<file path="src/rtl/bst_pkg.sv">
// ----------------------------------------------------------------------------
// bst_pkg
// Shared types and constants for the binary semaphore table.
// ----------------------------------------------------------------------------
package bst_pkg;

    localparam int NUM_SEMS_DEF = 64;
    localparam int ID_BITS_DEF  = 16;
    localparam int FIRST_ID     = 1;

    // request payload widths
    localparam int KIND_W   = 2;
    localparam int SEM_ID_W = 16;

    // response payload widths
    localparam int STATUS_W = 3;
    localparam int NEW_ID_W = 16;

    typedef enum logic [KIND_W-1:0] {
        K_ALLOC   = 2'd0,
        K_FREE    = 2'd1,
        K_DOWN    = 2'd2,
        K_UP      = 2'd3
    } kind_t;

    typedef enum logic [STATUS_W-1:0] {
        ST_OK        = 3'd0,
        ST_NOT_FOUND = 3'd1,
        ST_FULL      = 3'd2,
        ST_BUSY      = 3'd3,
        ST_EXHAUSTED = 3'd4
    } status_t;

    // sequencer to table
    typedef struct packed {
        logic rd_en;
        logic clr_rd;
        logic mode_alloc;
        logic do_alloc;
        logic do_free;
        logic do_take;
        logic do_release;
    } tbl_cmd_t;

    // table to sequencer
    typedef struct packed {
        logic rd_vld;
        logic hit;
        logic hit_rel;
        logic last;
    } tbl_stat_t;

endpackage

</file>
<file path="src/rtl/bst_req_if.sv">
// ----------------------------------------------------------------------------
// bst_req_if
// Request channel: valid/ready handshake with kind and semaphore id.
// ----------------------------------------------------------------------------
interface bst_req_if;
    logic                         valid;
    logic                         ready;
    logic [bst_pkg::KIND_W-1:0]   kind;
    logic [bst_pkg::SEM_ID_W-1:0] sem_id;

    modport source (output valid, output kind, output sem_id, input ready);
    modport sink   (input valid, input kind, input sem_id, output ready);
endinterface

</file>
<file path="src/rtl/bst_rsp_if.sv">
// ----------------------------------------------------------------------------
// bst_rsp_if
// Response channel: valid/ready handshake with status, new id and wake.
// ----------------------------------------------------------------------------
interface bst_rsp_if;
    logic                         valid;
    logic                         ready;
    logic [bst_pkg::STATUS_W-1:0] status;
    logic [bst_pkg::NEW_ID_W-1:0] new_id;
    logic                         wake;

    modport source (output valid, output status, output new_id, output wake, input ready);
    modport sink   (input valid, input status, input new_id, input wake, output ready);
endinterface

</file>
<file path="src/rtl/bst_table.sv">
// ----------------------------------------------------------------------------
// bst_table
// Semaphore entry store: id memory with registered read, used and released
// flags, and the single compare unit used by the scan.
// ----------------------------------------------------------------------------
module bst_table #(
    parameter int NUM_SEMS = bst_pkg::NUM_SEMS_DEF,
    parameter int ID_BITS  = bst_pkg::ID_BITS_DEF,
    parameter int IDX_W    = (NUM_SEMS > 1) ? $clog2(NUM_SEMS) : 1
) (
    input  logic               clk,
    input  logic               rst_n,
    input  bst_pkg::tbl_cmd_t  cmd,
    input  logic [IDX_W-1:0]   addr,
    input  logic [ID_BITS-1:0] key,
    input  logic [IDX_W-1:0]   wr_idx,
    input  logic [ID_BITS-1:0] wr_id,
    output bst_pkg::tbl_stat_t st,
    output logic [IDX_W-1:0]   hit_idx
);
    import bst_pkg::*;

    localparam logic [IDX_W-1:0] LAST_IDX = IDX_W'(NUM_SEMS - 1);

    logic [ID_BITS-1:0]  id_mem [NUM_SEMS];
    logic [NUM_SEMS-1:0] used_reg;
    logic [NUM_SEMS-1:0] rel_reg;

    logic                rd_vld_reg;
    logic [IDX_W-1:0]    rd_idx_reg;
    logic [ID_BITS-1:0]  rd_id_reg;

    logic                id_match;
    logic                key_ok;

    // memory read port, one entry per cycle while rd_en is set
    always_ff @(posedge clk)
    begin
        if (cmd.rd_en)
        begin
            rd_id_reg  <= id_mem[addr];
            rd_idx_reg <= addr;
        end
        if (cmd.do_alloc)
        begin
            id_mem[wr_idx] <= wr_id;
        end
    end

    always_ff @(posedge clk or negedge rst_n)
    begin
        if (!rst_n)
        begin
            rd_vld_reg <= 1'b0;
            used_reg   <= '0;
            rel_reg    <= '0;
        end
        else
        begin
            if (cmd.clr_rd)
                rd_vld_reg <= 1'b0;
            else
                rd_vld_reg <= cmd.rd_en;

            if (cmd.do_alloc)
            begin
                used_reg[wr_idx] <= 1'b1;
                rel_reg[wr_idx]  <= 1'b1;
            end
            else if (cmd.do_free)
            begin
                used_reg[wr_idx] <= 1'b0;
                rel_reg[wr_idx]  <= 1'b0;
            end
            else if (cmd.do_take)
                rel_reg[wr_idx] <= 1'b0;
            else if (cmd.do_release)
                rel_reg[wr_idx] <= 1'b1;
        end
    end

    // id zero never matches a live entry
    assign key_ok   = (key != '0);
    assign id_match = used_reg[rd_idx_reg] && (rd_id_reg == key) && key_ok;

    always_comb
    begin
        st         = '0;
        st.rd_vld  = rd_vld_reg;
        st.hit     = rd_vld_reg && (cmd.mode_alloc ? !used_reg[rd_idx_reg] : id_match);
        st.hit_rel = rel_reg[rd_idx_reg];
        st.last    = (rd_idx_reg == LAST_IDX);
    end

    assign hit_idx = rd_idx_reg;

    a_alloc_unused: assert property (@(posedge clk) disable iff (!rst_n)
        cmd.do_alloc |-> !used_reg[wr_idx])
        else $error("alloc wrote a live entry");

    a_op_live: assert property (@(posedge clk) disable iff (!rst_n)
        (cmd.do_free || cmd.do_take || cmd.do_release) |-> used_reg[wr_idx])
        else $error("free/down/up applied to an unused entry");

    a_free_clears: assert property (@(posedge clk) disable iff (!rst_n)
        cmd.do_free |=> !used_reg[$past(wr_idx)] && !rel_reg[$past(wr_idx)])
        else $error("freed entry still marked live");

endmodule

</file>
<file path="src/rtl/binary_semaphore_table.sv">
// ----------------------------------------------------------------------------
// binary_semaphore_table
// Table of binary semaphores with alloc, free, down (try) and up requests.
// ----------------------------------------------------------------------------
// Usage:
//   req carries one request word (kind, sem_id); rsp returns exactly one
//   response word (status, new_id, wake) per request, in order.
//   A request is taken only while the block is idle. The sequencer then
//   scans the entry table one entry per cycle through the single id memory
//   read port and compare unit, stopping at the first match (first unused
//   entry for alloc, live entry with the id otherwise).
//   One request is handled at a time; a new one is taken only after the
//   previous response has been loaded into the output register.
//   The response sits in an output register; the next request is accepted
//   while it waits. If rsp stalls, a finished second request holds in its
//   final step until the register frees, and req stays low meanwhile.
//   Reset clears all entries to unused and the id counter to 1; no clearing
//   pass is needed, the table is usable in the first cycle after reset.
// ----------------------------------------------------------------------------
module binary_semaphore_table #(
    parameter int NUM_SEMS = bst_pkg::NUM_SEMS_DEF,
    parameter int ID_BITS  = bst_pkg::ID_BITS_DEF
) (
    input  logic clk,
    input  logic rst_n,
    bst_req_if.sink   req,
    bst_rsp_if.source rsp
);
    import bst_pkg::*;

    localparam int IDX_W = (NUM_SEMS > 1) ? $clog2(NUM_SEMS) : 1;
    localparam logic [IDX_W-1:0]   LAST_IDX = IDX_W'(NUM_SEMS - 1);
    localparam logic [ID_BITS-1:0] TOP_ID   = '1;

    typedef enum logic [1:0] {
        S_IDLE,
        S_SCAN,
        S_FINISH
    } state_t;

    state_t              state_reg, state_next;
    logic [IDX_W-1:0]    addr_reg;
    logic [ID_BITS-1:0]  next_id_reg;
    logic                out_vld_reg;
    status_t             out_status_reg;
    logic [NEW_ID_W-1:0] out_new_id_reg;
    logic                out_wake_reg;

    kind_t               kind_reg;
    logic [ID_BITS-1:0]  key_reg;
    logic                found_reg;
    logic [IDX_W-1:0]    hit_idx_reg;
    logic                hit_rel_reg;

    tbl_cmd_t            cmd;
    tbl_stat_t           tbl_st;
    logic [IDX_W-1:0]    tbl_hit_idx;

    logic                accept;
    logic                scan_done;
    logic                load_out;
    logic                bump_id;
    status_t             res_status;
    logic [NEW_ID_W-1:0] res_new_id;
    logic                res_wake;

    assign req.ready = (state_reg == S_IDLE);
    assign accept    = req.valid && req.ready;
    assign scan_done = (state_reg == S_SCAN) && tbl_st.rd_vld && (tbl_st.hit || tbl_st.last);
    assign load_out  = (state_reg == S_FINISH) && (!out_vld_reg || rsp.ready);

    bst_table #(
        .NUM_SEMS (NUM_SEMS),
        .ID_BITS  (ID_BITS),
        .IDX_W    (IDX_W)
    ) u_table (
        .clk     (clk),
        .rst_n   (rst_n),
        .cmd     (cmd),
        .addr    (addr_reg),
        .key     (key_reg),
        .wr_idx  (hit_idx_reg),
        .wr_id   (next_id_reg),
        .st      (tbl_st),
        .hit_idx (tbl_hit_idx)
    );

    // table read control, result and table update for the finished scan
    always_comb
    begin
        cmd            = '0;
        cmd.rd_en      = (state_reg == S_SCAN);
        cmd.clr_rd     = (state_reg == S_IDLE);
        cmd.mode_alloc = (kind_reg == K_ALLOC);
        res_status     = ST_OK;
        res_new_id     = '0;
        res_wake       = 1'b0;
        bump_id        = 1'b0;
        unique case (kind_reg)
            K_ALLOC:
            begin
                if (!found_reg)
                    res_status = ST_FULL;
                else if (next_id_reg == TOP_ID)
                    res_status = ST_EXHAUSTED;
                else
                begin
                    res_new_id   = NEW_ID_W'(next_id_reg);
                    cmd.do_alloc = load_out;
                    bump_id      = load_out;
                end
            end
            K_FREE:
            begin
                if (!found_reg)
                    res_status = ST_NOT_FOUND;
                else
                    cmd.do_free = load_out;
            end
            K_DOWN:
            begin
                if (!found_reg)
                    res_status = ST_NOT_FOUND;
                else if (hit_rel_reg)
                    cmd.do_take = load_out;
                else
                    res_status = ST_BUSY;
            end
            K_UP:
            begin
                if (!found_reg)
                    res_status = ST_NOT_FOUND;
                else
                begin
                    cmd.do_release = load_out;
                    res_wake       = 1'b1;
                end
            end
        endcase
    end

    always_comb
    begin
        state_next = state_reg;
        unique case (state_reg)
            S_IDLE:   if (accept)    state_next = S_SCAN;
            S_SCAN:   if (scan_done) state_next = S_FINISH;
            S_FINISH: if (load_out)  state_next = S_IDLE;
            default:  state_next = S_IDLE;
        endcase
    end

    always_ff @(posedge clk or negedge rst_n)
    begin
        if (!rst_n)
        begin
            state_reg      <= S_IDLE;
            addr_reg       <= '0;
            next_id_reg    <= ID_BITS'(FIRST_ID);
            out_vld_reg    <= 1'b0;
            out_status_reg <= ST_OK;
            out_new_id_reg <= '0;
            out_wake_reg   <= 1'b0;
        end
        else
        begin
            state_reg <= state_next;

            if (accept)
                addr_reg <= '0;
            else if ((state_reg == S_SCAN) && (addr_reg != LAST_IDX))
                addr_reg <= addr_reg + IDX_W'(1);

            if (bump_id)
                next_id_reg <= next_id_reg + ID_BITS'(1);

            if (load_out)
            begin
                out_vld_reg    <= 1'b1;
                out_status_reg <= res_status;
                out_new_id_reg <= res_new_id;
                out_wake_reg   <= res_wake;
            end
            else if (rsp.ready)
                out_vld_reg <= 1'b0;
        end
    end

    // request word and scan outcome
    always_ff @(posedge clk)
    begin
        if (accept)
        begin
            kind_reg <= kind_t'(req.kind);
            key_reg  <= ID_BITS'(req.sem_id);
        end
        if (scan_done)
        begin
            found_reg   <= tbl_st.hit;
            hit_idx_reg <= tbl_hit_idx;
            hit_rel_reg <= tbl_st.hit_rel;
        end
    end

    assign rsp.valid  = out_vld_reg;
    assign rsp.status = out_status_reg;
    assign rsp.new_id = out_new_id_reg;
    assign rsp.wake   = out_wake_reg;

    a_id_nonzero: assert property (@(posedge clk) disable iff (!rst_n)
        next_id_reg != '0)
        else $error("id counter wrapped to zero");

    a_rsp_from_finish: assert property (@(posedge clk) disable iff (!rst_n)
        $rose(out_vld_reg) |-> $past(state_reg == S_FINISH))
        else $error("response loaded outside the finish step");

    a_wake_ok: assert property (@(posedge clk) disable iff (!rst_n)
        (out_vld_reg && out_wake_reg) |-> (out_status_reg == ST_OK) && (out_new_id_reg == '0))
        else $error("wake with a failing status or an id");

endmodule

</file>
<file path="src/flat_wrapper.sv">
// flat-port wrapper written by rule: the top's interface ports become plain ports
module binary_semaphore_table_flat import bst_pkg::*;
#(
    parameter int NUM_SEMS = bst_pkg::NUM_SEMS_DEF,
    parameter int ID_BITS  = bst_pkg::ID_BITS_DEF
)
  (clk, rst_n, req_valid, req_kind, req_sem_id, req_ready, rsp_valid, rsp_status, rsp_new_id, rsp_wake, rsp_ready);
  bst_req_if req_i ();
  bst_rsp_if rsp_i ();
  input  logic clk;
  input  logic rst_n;
  input wire logic [$bits(req_i.valid)-1:0] req_valid;
  input wire logic [$bits(req_i.kind)-1:0] req_kind;
  input wire logic [$bits(req_i.sem_id)-1:0] req_sem_id;
  output wire logic [$bits(req_i.ready)-1:0] req_ready;
  output wire logic [$bits(rsp_i.valid)-1:0] rsp_valid;
  output wire logic [$bits(rsp_i.status)-1:0] rsp_status;
  output wire logic [$bits(rsp_i.new_id)-1:0] rsp_new_id;
  output wire logic [$bits(rsp_i.wake)-1:0] rsp_wake;
  input wire logic [$bits(rsp_i.ready)-1:0] rsp_ready;
  assign req_i.valid = req_valid;
  assign req_i.kind = req_kind;
  assign req_i.sem_id = req_sem_id;
  assign req_ready = req_i.ready;
  assign rsp_valid = rsp_i.valid;
  assign rsp_status = rsp_i.status;
  assign rsp_new_id = rsp_i.new_id;
  assign rsp_wake = rsp_i.wake;
  assign rsp_i.ready = rsp_ready;
  binary_semaphore_table #(.NUM_SEMS(NUM_SEMS), .ID_BITS(ID_BITS)) u_core (.clk(clk), .rst_n(rst_n), .req(req_i), .rsp(rsp_i));
endmodule
</file>
<file path="config.mk">
export PLATFORM = sky130hd
export DESIGN_NAME = binary_semaphore_table_flat
export DESIGN_NICKNAME = d
export VERILOG_FILES = /design/src/rtl/bst_pkg.sv /design/src/rtl/bst_req_if.sv /design/src/rtl/bst_rsp_if.sv /design/src/rtl/bst_table.sv /design/src/rtl/binary_semaphore_table.sv /design/src/flat_wrapper.sv
export SDC_FILE = /design/constraint.sdc
export NUM_CORES = 1
export LEC_CHECK = 0
export BUFFER_PORTS_ARGS = -buffer_cell sky130_fd_sc_hd__buf_4
export CAP_MARGIN = 20
export CELL_PAD_IN_SITES_DETAIL_PLACEMENT = 0
export CELL_PAD_IN_SITES_GLOBAL_PLACEMENT = 1
export CORE_UTILIZATION = 63
export CTS_BUF_LIST = sky130_fd_sc_hd__clkbuf_4
export DETAILED_ROUTE_END_ITERATION = 7
export PLACE_DENSITY_LB_ADDON = 0.1
export REMOVE_ABC_BUFFERS = 1
export SLEW_MARGIN = 20
export SYNTH_ARGS = -nofsm -noshare
export SYNTH_HDL_FRONTEND = slang
export SYNTH_SLANG_ARGS = --single-unit
</file>
<file path="constraint.sdc">
create_clock -name clk -period 6.8 [get_ports clk]
set_input_delay 1.7 -clock clk [delete_from_list [all_inputs] [get_ports clk]]
set_output_delay 1.7 -clock clk [all_outputs]
set_load 0.01 [all_outputs]
</file>
# ---- Yosys cells after proc, flatten, opt, wreduce, memory -nomap -nowiden
# Memory sizes are Yosys's and may differ from the RTL's. A register that Yosys moved wholly into a read port is not among the register bits.
# Index checks and enable logic that the tools add are counted.
dict set report totals {
  ram_bits 1024
  memories 1
  in_bits 22
  ff_bits 206
  out_inout_bits 22
}
# name words width rd rd_ports_with_merged_regs wr line_no
set memory_table {}
lappend memory_table {u_core.u_table.id_mem 64 16 1 1 1 bst_table.sv:25} ;# logic [ID_BITS-1:0] id_mem [NUM_SEMS];
dict set report op_classes {
  order_cmp 3
  n_addsub 2
  n_eq_ne 12
  n_reduce_logical 22
  muxes 44
  n_bitwise 5
}
# cell count
set op_table {}
lappend op_table {{$mux W64} 6}
lappend op_table {{$and A64 B64 Y64} 2}
lappend op_table {{$or A64 B64 Y64} 2}
lappend op_table {{$not A64 Y64} 1}
lappend op_table {{$mux W16} 3}
lappend op_table {{$mux W1} 21}
lappend op_table {{$add A16 B1 Y16 const B} 1}
lappend op_table {{$eq A16 B16 Y1} 1}
lappend op_table {{$eq A16 B16 Y1 const B} 1}
lappend op_table {{$reduce_bool A16 Y1} 1}
lappend op_table {{$lt A6 B7 Y1 const B} 2}
lappend op_table {{$bmux W1 S6} 2}
lappend op_table {{$mux W6} 2}
lappend op_table {{$mux W2} 5}
lappend op_table {{$logic_and A1 B1 Y1} 9}
lappend op_table {{$pmux W3 S3} 1}
lappend op_table {{$add A6 B1 Y6 const B} 1}
lappend op_table {{$demux W1 S6} 1}
lappend op_table {{$eq A2 B2 Y1 const B} 3}
lappend op_table {{$eq A6 B6 Y1 const B} 1}
lappend op_table {{$ge A6 B1 Y1 const B} 1}
lappend op_table {{$mux W3} 2}
lappend op_table {{$ne A6 B6 Y1 const B} 1}
lappend op_table {{$pmux W2 S3} 1}
lappend op_table {{other kinds (10)} 17}

# ---- Depth between registers and ports, before layout
dict set report depth {
  depth_word 10
  ltp_mapped 9
}

# ---- Modules after synthesis
# From an unflattened synthesis, not the netlist that was laid out.
dict set report unflattened {
  hier_cells 2398
  area_unflattened_um2 48974.5
}
# module instances seq_area_each_um2 cells_per_inst area_each_um2
set by_module_without_submodules {}
lappend by_module_without_submodules {bst_table 1 34638.2 2195 46159.3}
lappend by_module_without_submodules {binary_semaphore_table 1 1908.1 203 2815.2}

# ---- Least setup slack after synthesis
# OpenSTA, ideal clock, no wires.
dict set report synth_timing {
  kind {input-to-reg}
  from {in rsp_ready}
  to {mem u_core.u_table.id_mem[10][0] (netlist bit), enable pin}
  slack_ns 3.139
  setup_time_ns 0.388
  stages 6
  arrival_time_ns 3.272
  path_cell_list {nand2b_1 -> and4_1 -> nand2_1 -> clkbuf_1 -> clkbuf_1 -> nor2_1}
}
dict set report synth_between {
  elab_chain_cells 7
}
# item line_no
set synth_lines {}
lappend synth_lines {{start, declared} flat_wrapper.sv:20} ;# input wire logic [$bits(rsp_i.ready)-1:0] rsp_ready;
lappend synth_lines {{$logic_or A1 B1 Y1} binary_semaphore_table.sv:70} ;# assign load_out = (state_reg == S_FINISH) && (!out_vld_reg || rsp.ready);
lappend synth_lines {{$logic_and A1 B1 Y1} binary_semaphore_table.sv:70}
lappend synth_lines {{$mux W1} binary_semaphore_table.sv:104} ;# else if (next_id_reg == TOP_ID)
lappend synth_lines {{$mux W1} binary_semaphore_table.sv:102} ;# if (!found_reg)
lappend synth_lines {{$mux W1} binary_semaphore_table.sv:99} ;# unique case (kind_reg)
lappend synth_lines {{$mux W1} bst_table.sv:44} ;# if (cmd.do_alloc)
lappend synth_lines {{$mux W1 (not written as such)} bst_table.sv:46} ;# id_mem[wr_idx] <= wr_id;
lappend synth_lines {{end, declared} bst_table.sv:25}
# No other way between the ends.

# ---- Worst setup path in the final report
dict set report layout_timing {
  from {reg u_core.u_table.rd_idx_reg[0] (netlist: u_core.u_table.hit_idx[0])}
  to {reg u_core.hit_idx_reg[2], enable pin}
}
dict set report layout_between {
  elab_chain_cells 8
  word_cells_on_any_way 10
}
# item line_no
set layout_lines {}
lappend layout_lines {{start, declared} bst_table.sv:30} ;# logic [IDX_W-1:0] rd_idx_reg;
lappend layout_lines {{start signal, assigned} bst_table.sv:42} ;# rd_idx_reg <= addr;
lappend layout_lines {{$bmux W1 S6} {bst_table.sv:84, bst_table.sv:90}}
lappend layout_lines {{$mux W1 (not written as such)} {bst_table.sv:84, bst_table.sv:90}}
lappend layout_lines {{$logic_and A1 B1 Y1 (2 in a row)} bst_table.sv:84} ;# assign id_match = used_reg[rd_idx_reg] && (rd_id_reg == key) && key_ok;
lappend layout_lines {{$mux W1} bst_table.sv:90} ;# st.hit = rd_vld_reg && (cmd.mode_alloc ? !used_reg[rd_idx_reg] : id_match);
lappend layout_lines {{$logic_and A1 B1 Y1} bst_table.sv:90}
lappend layout_lines {{$logic_or A1 B1 Y1 (*)} binary_semaphore_table.sv:69} ;# assign scan_done = (state_reg == S_SCAN) && tbl_st.rd_vld && (tbl_st.hit || tbl_st.last);
lappend layout_lines {{$logic_and A1 B1 Y1 (*)} binary_semaphore_table.sv:69}
lappend layout_lines {{via u_core.scan_done} binary_semaphore_table.sv:60} ;# logic scan_done;
lappend layout_lines {{end signal, assigned} binary_semaphore_table.sv:200} ;# hit_idx_reg <= tbl_hit_idx;
lappend layout_lines {{end, declared} binary_semaphore_table.sv:52} ;# logic [IDX_W-1:0] hit_idx_reg;
# The timed path passes the listed nets; every way through them passes the cells marked *. The select of a mux whose other input is x is not followed.
# A chain may end at the register's enable or synchronous reset.

==> reports/summary.json <==
{
  "post-route-drc-count": 0,
  "pwr-share-clk_pct": 34.9,
  "cts_made_buffers": 320,
  "total_track_usage_pct": 30.81,
  "vias": 25430,
  "die_area_sq_mm": 0.07887,
  "tritoncts_num_sinks": 1246,
  "port-buffer-count": 43,
  "synth_edf_count": 1072,
  "ys.flop_type": "edfxtp_1",
  "hold_viol": 0,
  "yosysUniqueCellTypes": 53,
  "synth.yosys.seq_area_share_pct": 74.61,
  "ys_seq_elements": 1246,
  "post-cts-setup-buffer-count": 0,
  "pwr-share-comb_pct": 14.2,
  "ys_async_sr_fraction_pct": 13.96,
  "fp-row-count": 101,
  "worst_pin_slew_ns": 1.103,
  "floorplan.die.height_um": 280.8,
  "share_of_final_layout_standard_cells_stronger_than_drive_strength_1_pct": 35.00,
  "grt_start_max_net_pins": 130,
  "cts.clk_slew.worst_paths_ns": 0.07,
  "placedInstanceArea_sq_mm": 0.05059,
  "setup.worst_path.start": "u_core.u_table.hit_idx[0]$_DFFE_PP_",
  "syn_inst": 2340,
  "power.internal_mw": 12.80,
  "powerDensity_mw_per_mm2": 319.3,
  "synthesis.area_sq_mm": 0.04898,
  "route.detailed.wl_per_inst_um": 30.07,
  "p_sw_share_pct": 26.40,
  "initial_utilization_pct": 64.07,
  "cts.htree.levels": 5,
  "post_cts_resized": 0,
  "drv.max_cap_violation_count": 0,
  "seq_pwr_share_pct": 50.9,
  "finalClockSkew_ns": 0.1093,
  "average_cell_area_after_synthesis_sq_um": 20.93,
  "globalRoute.totalOverflow": 0,
  "achievable-frequency_mhz": 247.4,
  "place_congestion": 0.8664,
  "ios": 44,
  "final_net_count": 2647,
  "most_repeated_cell_in_the_gate_level_netlist_after_synthesis": "edfxtp_1",
  "stdcell_count": 3871,
  "tritoncts": "built",
  "ant_nets": 0,
  "wl_mm": 116.4,
  "insertion_delay_ns": 1.15,
  "routed_via_density": 6.569,
  "first_pass_iters": 6,
  "cts_buffer_depth": 4,
  "drv_slew": 0,
  "setup-violations-final": 0,
  "first_global_vias": 25400,
  "clock_tree.root_cell": "clkbuf_4",
  "arrival_ns": 4.72,
  "slew_headroom_pct": 26.21,
  "rsz0062_at_grt": "false",
  "worstPathRequired_ns": 7.48,
  "synthTopCellsByCount": "edfxtp_1 (1072), mux4_2 (346), dfrtp_1 (173)",
  "synthDominantCellAreaShare_pct": 65.72,
  "synth.largest_area_cell": "edfxtp_1",
  "hold_slack_ns": 0.4378,
  "dieWidth_um": 280.8,
  "largest_register_ffs": 1024,
  "power_leakage_nw": 15.73,
  "place_inst": 3330,
  "final_min_period_over_clock_period_pct": 59.45,
  "period_needed_ns": 4.042,
  "netSwitchingPower_mw": 4.592,
  "cp_max_fo": 19,
  "run_status": "finished, final reports clean",
  "initialDrtViolationCount": 3211,
  "ff2ff_setup_slack_ns": 2.76,
  "top_post_synthesis_cells_by_area": "edfxtp_1 (66%), mux4_2 (16%), dfrtp_1 (8.8%)",
  "worstSetupStartpointType": "register",
  "critical_path_class": "register to register",
  "power.ir.vdd_worst_mv": 0.2806,
  "layout.cell_area.non_filler_sq_mm": 0.05449,
  "global_route_wire_length_before_repair_mm": 170.9,
  "hpwl_mm": 69.36,
  "grt_antenna_before_repair": 7,
  "min-delay-path-class": "input port to async pin",
  "core_region_area_sq_mm": 0.07645,
  "worst_r2r_startpoint": "u_core.u_table.hit_idx[0]$_DFFE_PP_",
  "finish.utilization_pct": 71.27,
  "ys_warn_count": 0,
  "critPathCaptureType": "register",
  "cts.hold.buffers_added": 0,
  "area_added_between_synthesis_and_finish_pct": 11.24
}
[placed cells by master, fill, tap and decap left out, drive strengths merged, types with 2 or more instances in the layout]
master	instances
edfxtp	1072
clkbuf	457
mux4	372
dfrtp	173
nor2	148
o21ai	135
buf	100
nand2	88
o22a	64
clkinv	64
xor2	23
a22o	16
xnor2	11
inv	10
nand4	9
nand3	8
mux2i	8
diode	7
nor4	7
nand2b	6
nor3b	6
nor3	5
nand3b	5
and4	4
and3	4
mux2	4
bufinv	4
nor2b	3
and3b	3
a21oi	3
or3	2
o31a	2
ha	2
[critical path: stages (launching register included)]
cell	delay [ns]
edfxtp_1	0.86
buf_4	0.45
mux4_1	0.59
mux2_2	0.29
o311ai_1	0.33
nand2_1	0.19
o311a_1	0.36
nor2_1	0.53
[metal layers]
metal  vias up  wire length (um)  track usage [%]
met5         -                27                0
met4         4              2653            10.51
met3       179             11920            6.867
met2      1443             54400            44.82
met1     13330             47390            47.14
li1      10480                 -                -
[cell type report]
type / count / area (sq um)
clock buffer: 457 / 3431
antenna: 7 / 17.52
clock inverter: 76 / 410.4
fill: 4673 / 21970
multi-input combinational: 952 / 11870
inverter: 3 / 11.26
tap: 1030 / 1289
timing repair buffer: 100 / 853.3
sequential: 1246 / 36600
[power by group through the flow]
stage / clock [mW] / combinational (mW) / sequential, mW
2_1_floorplan: 0 / 1.44 / 9.31
3_3_place_gp: 0 / 2.47 / 9.01
3_5_place_dp: 0 / 2.49 / 9.01
4_1_cts: 6.19 / 2.50 / 8.85
5_1_grt: 6.56 / 2.62 / 8.88
6_report: 6.07 / 2.47 / 8.86
[path summary, 6_finish.rpt]
kind,end,cells after the start
setup / recovery,u_core.hit_idx_reg[2]$_DFFE_PP_,7
hold / removal,u_core.rsp.new_id[11]$_DFFE_PN0P_,1
setup reg to reg,u_core.hit_idx_reg[2]$_DFFE_PP_,7
hold reg to reg,u_core.u_table.rel_reg[57]$_DFFE_PN0P_,1
max in group asynchronous,u_core.addr_reg[3]$_DFFE_PN0P_,2
min in group clk,u_core.u_table.rel_reg[57]$_DFFE_PN0P_,1
[cell families (layout without fill, tap and decap cells)]
logic type / Yosys count / count (layout) / synth area share (%)
xor gates and xnor gates: 34 / 34 / 0.6080
AOI/OAI and AO/OA: 231 / 231 / 3.063
muxes: 384 / 384 / 17.56
adders and majority gates: 2 / 2 / 0.05108
and+or+nand+nor: 301 / 301 / 2.690
other: 0 / 7 / 0
DFF: 1246 / 1246 / 74.61
buffers and inverters: 142 / 636 / 1.415
[metrics by stage]
stage          total power, mW  worst slack, ns  setup TNS (ns)
6_report                 17.40            2.758               0
4_1_cts                  17.54            2.745               0
2_1_floorplan            10.75           -4.814         -107.61
5_1_grt                  18.06            2.508               0
3_5_place_dp             11.51            2.471               0
3_3_place_gp             11.48            2.570               0
(Power assumes the default switching activity.)
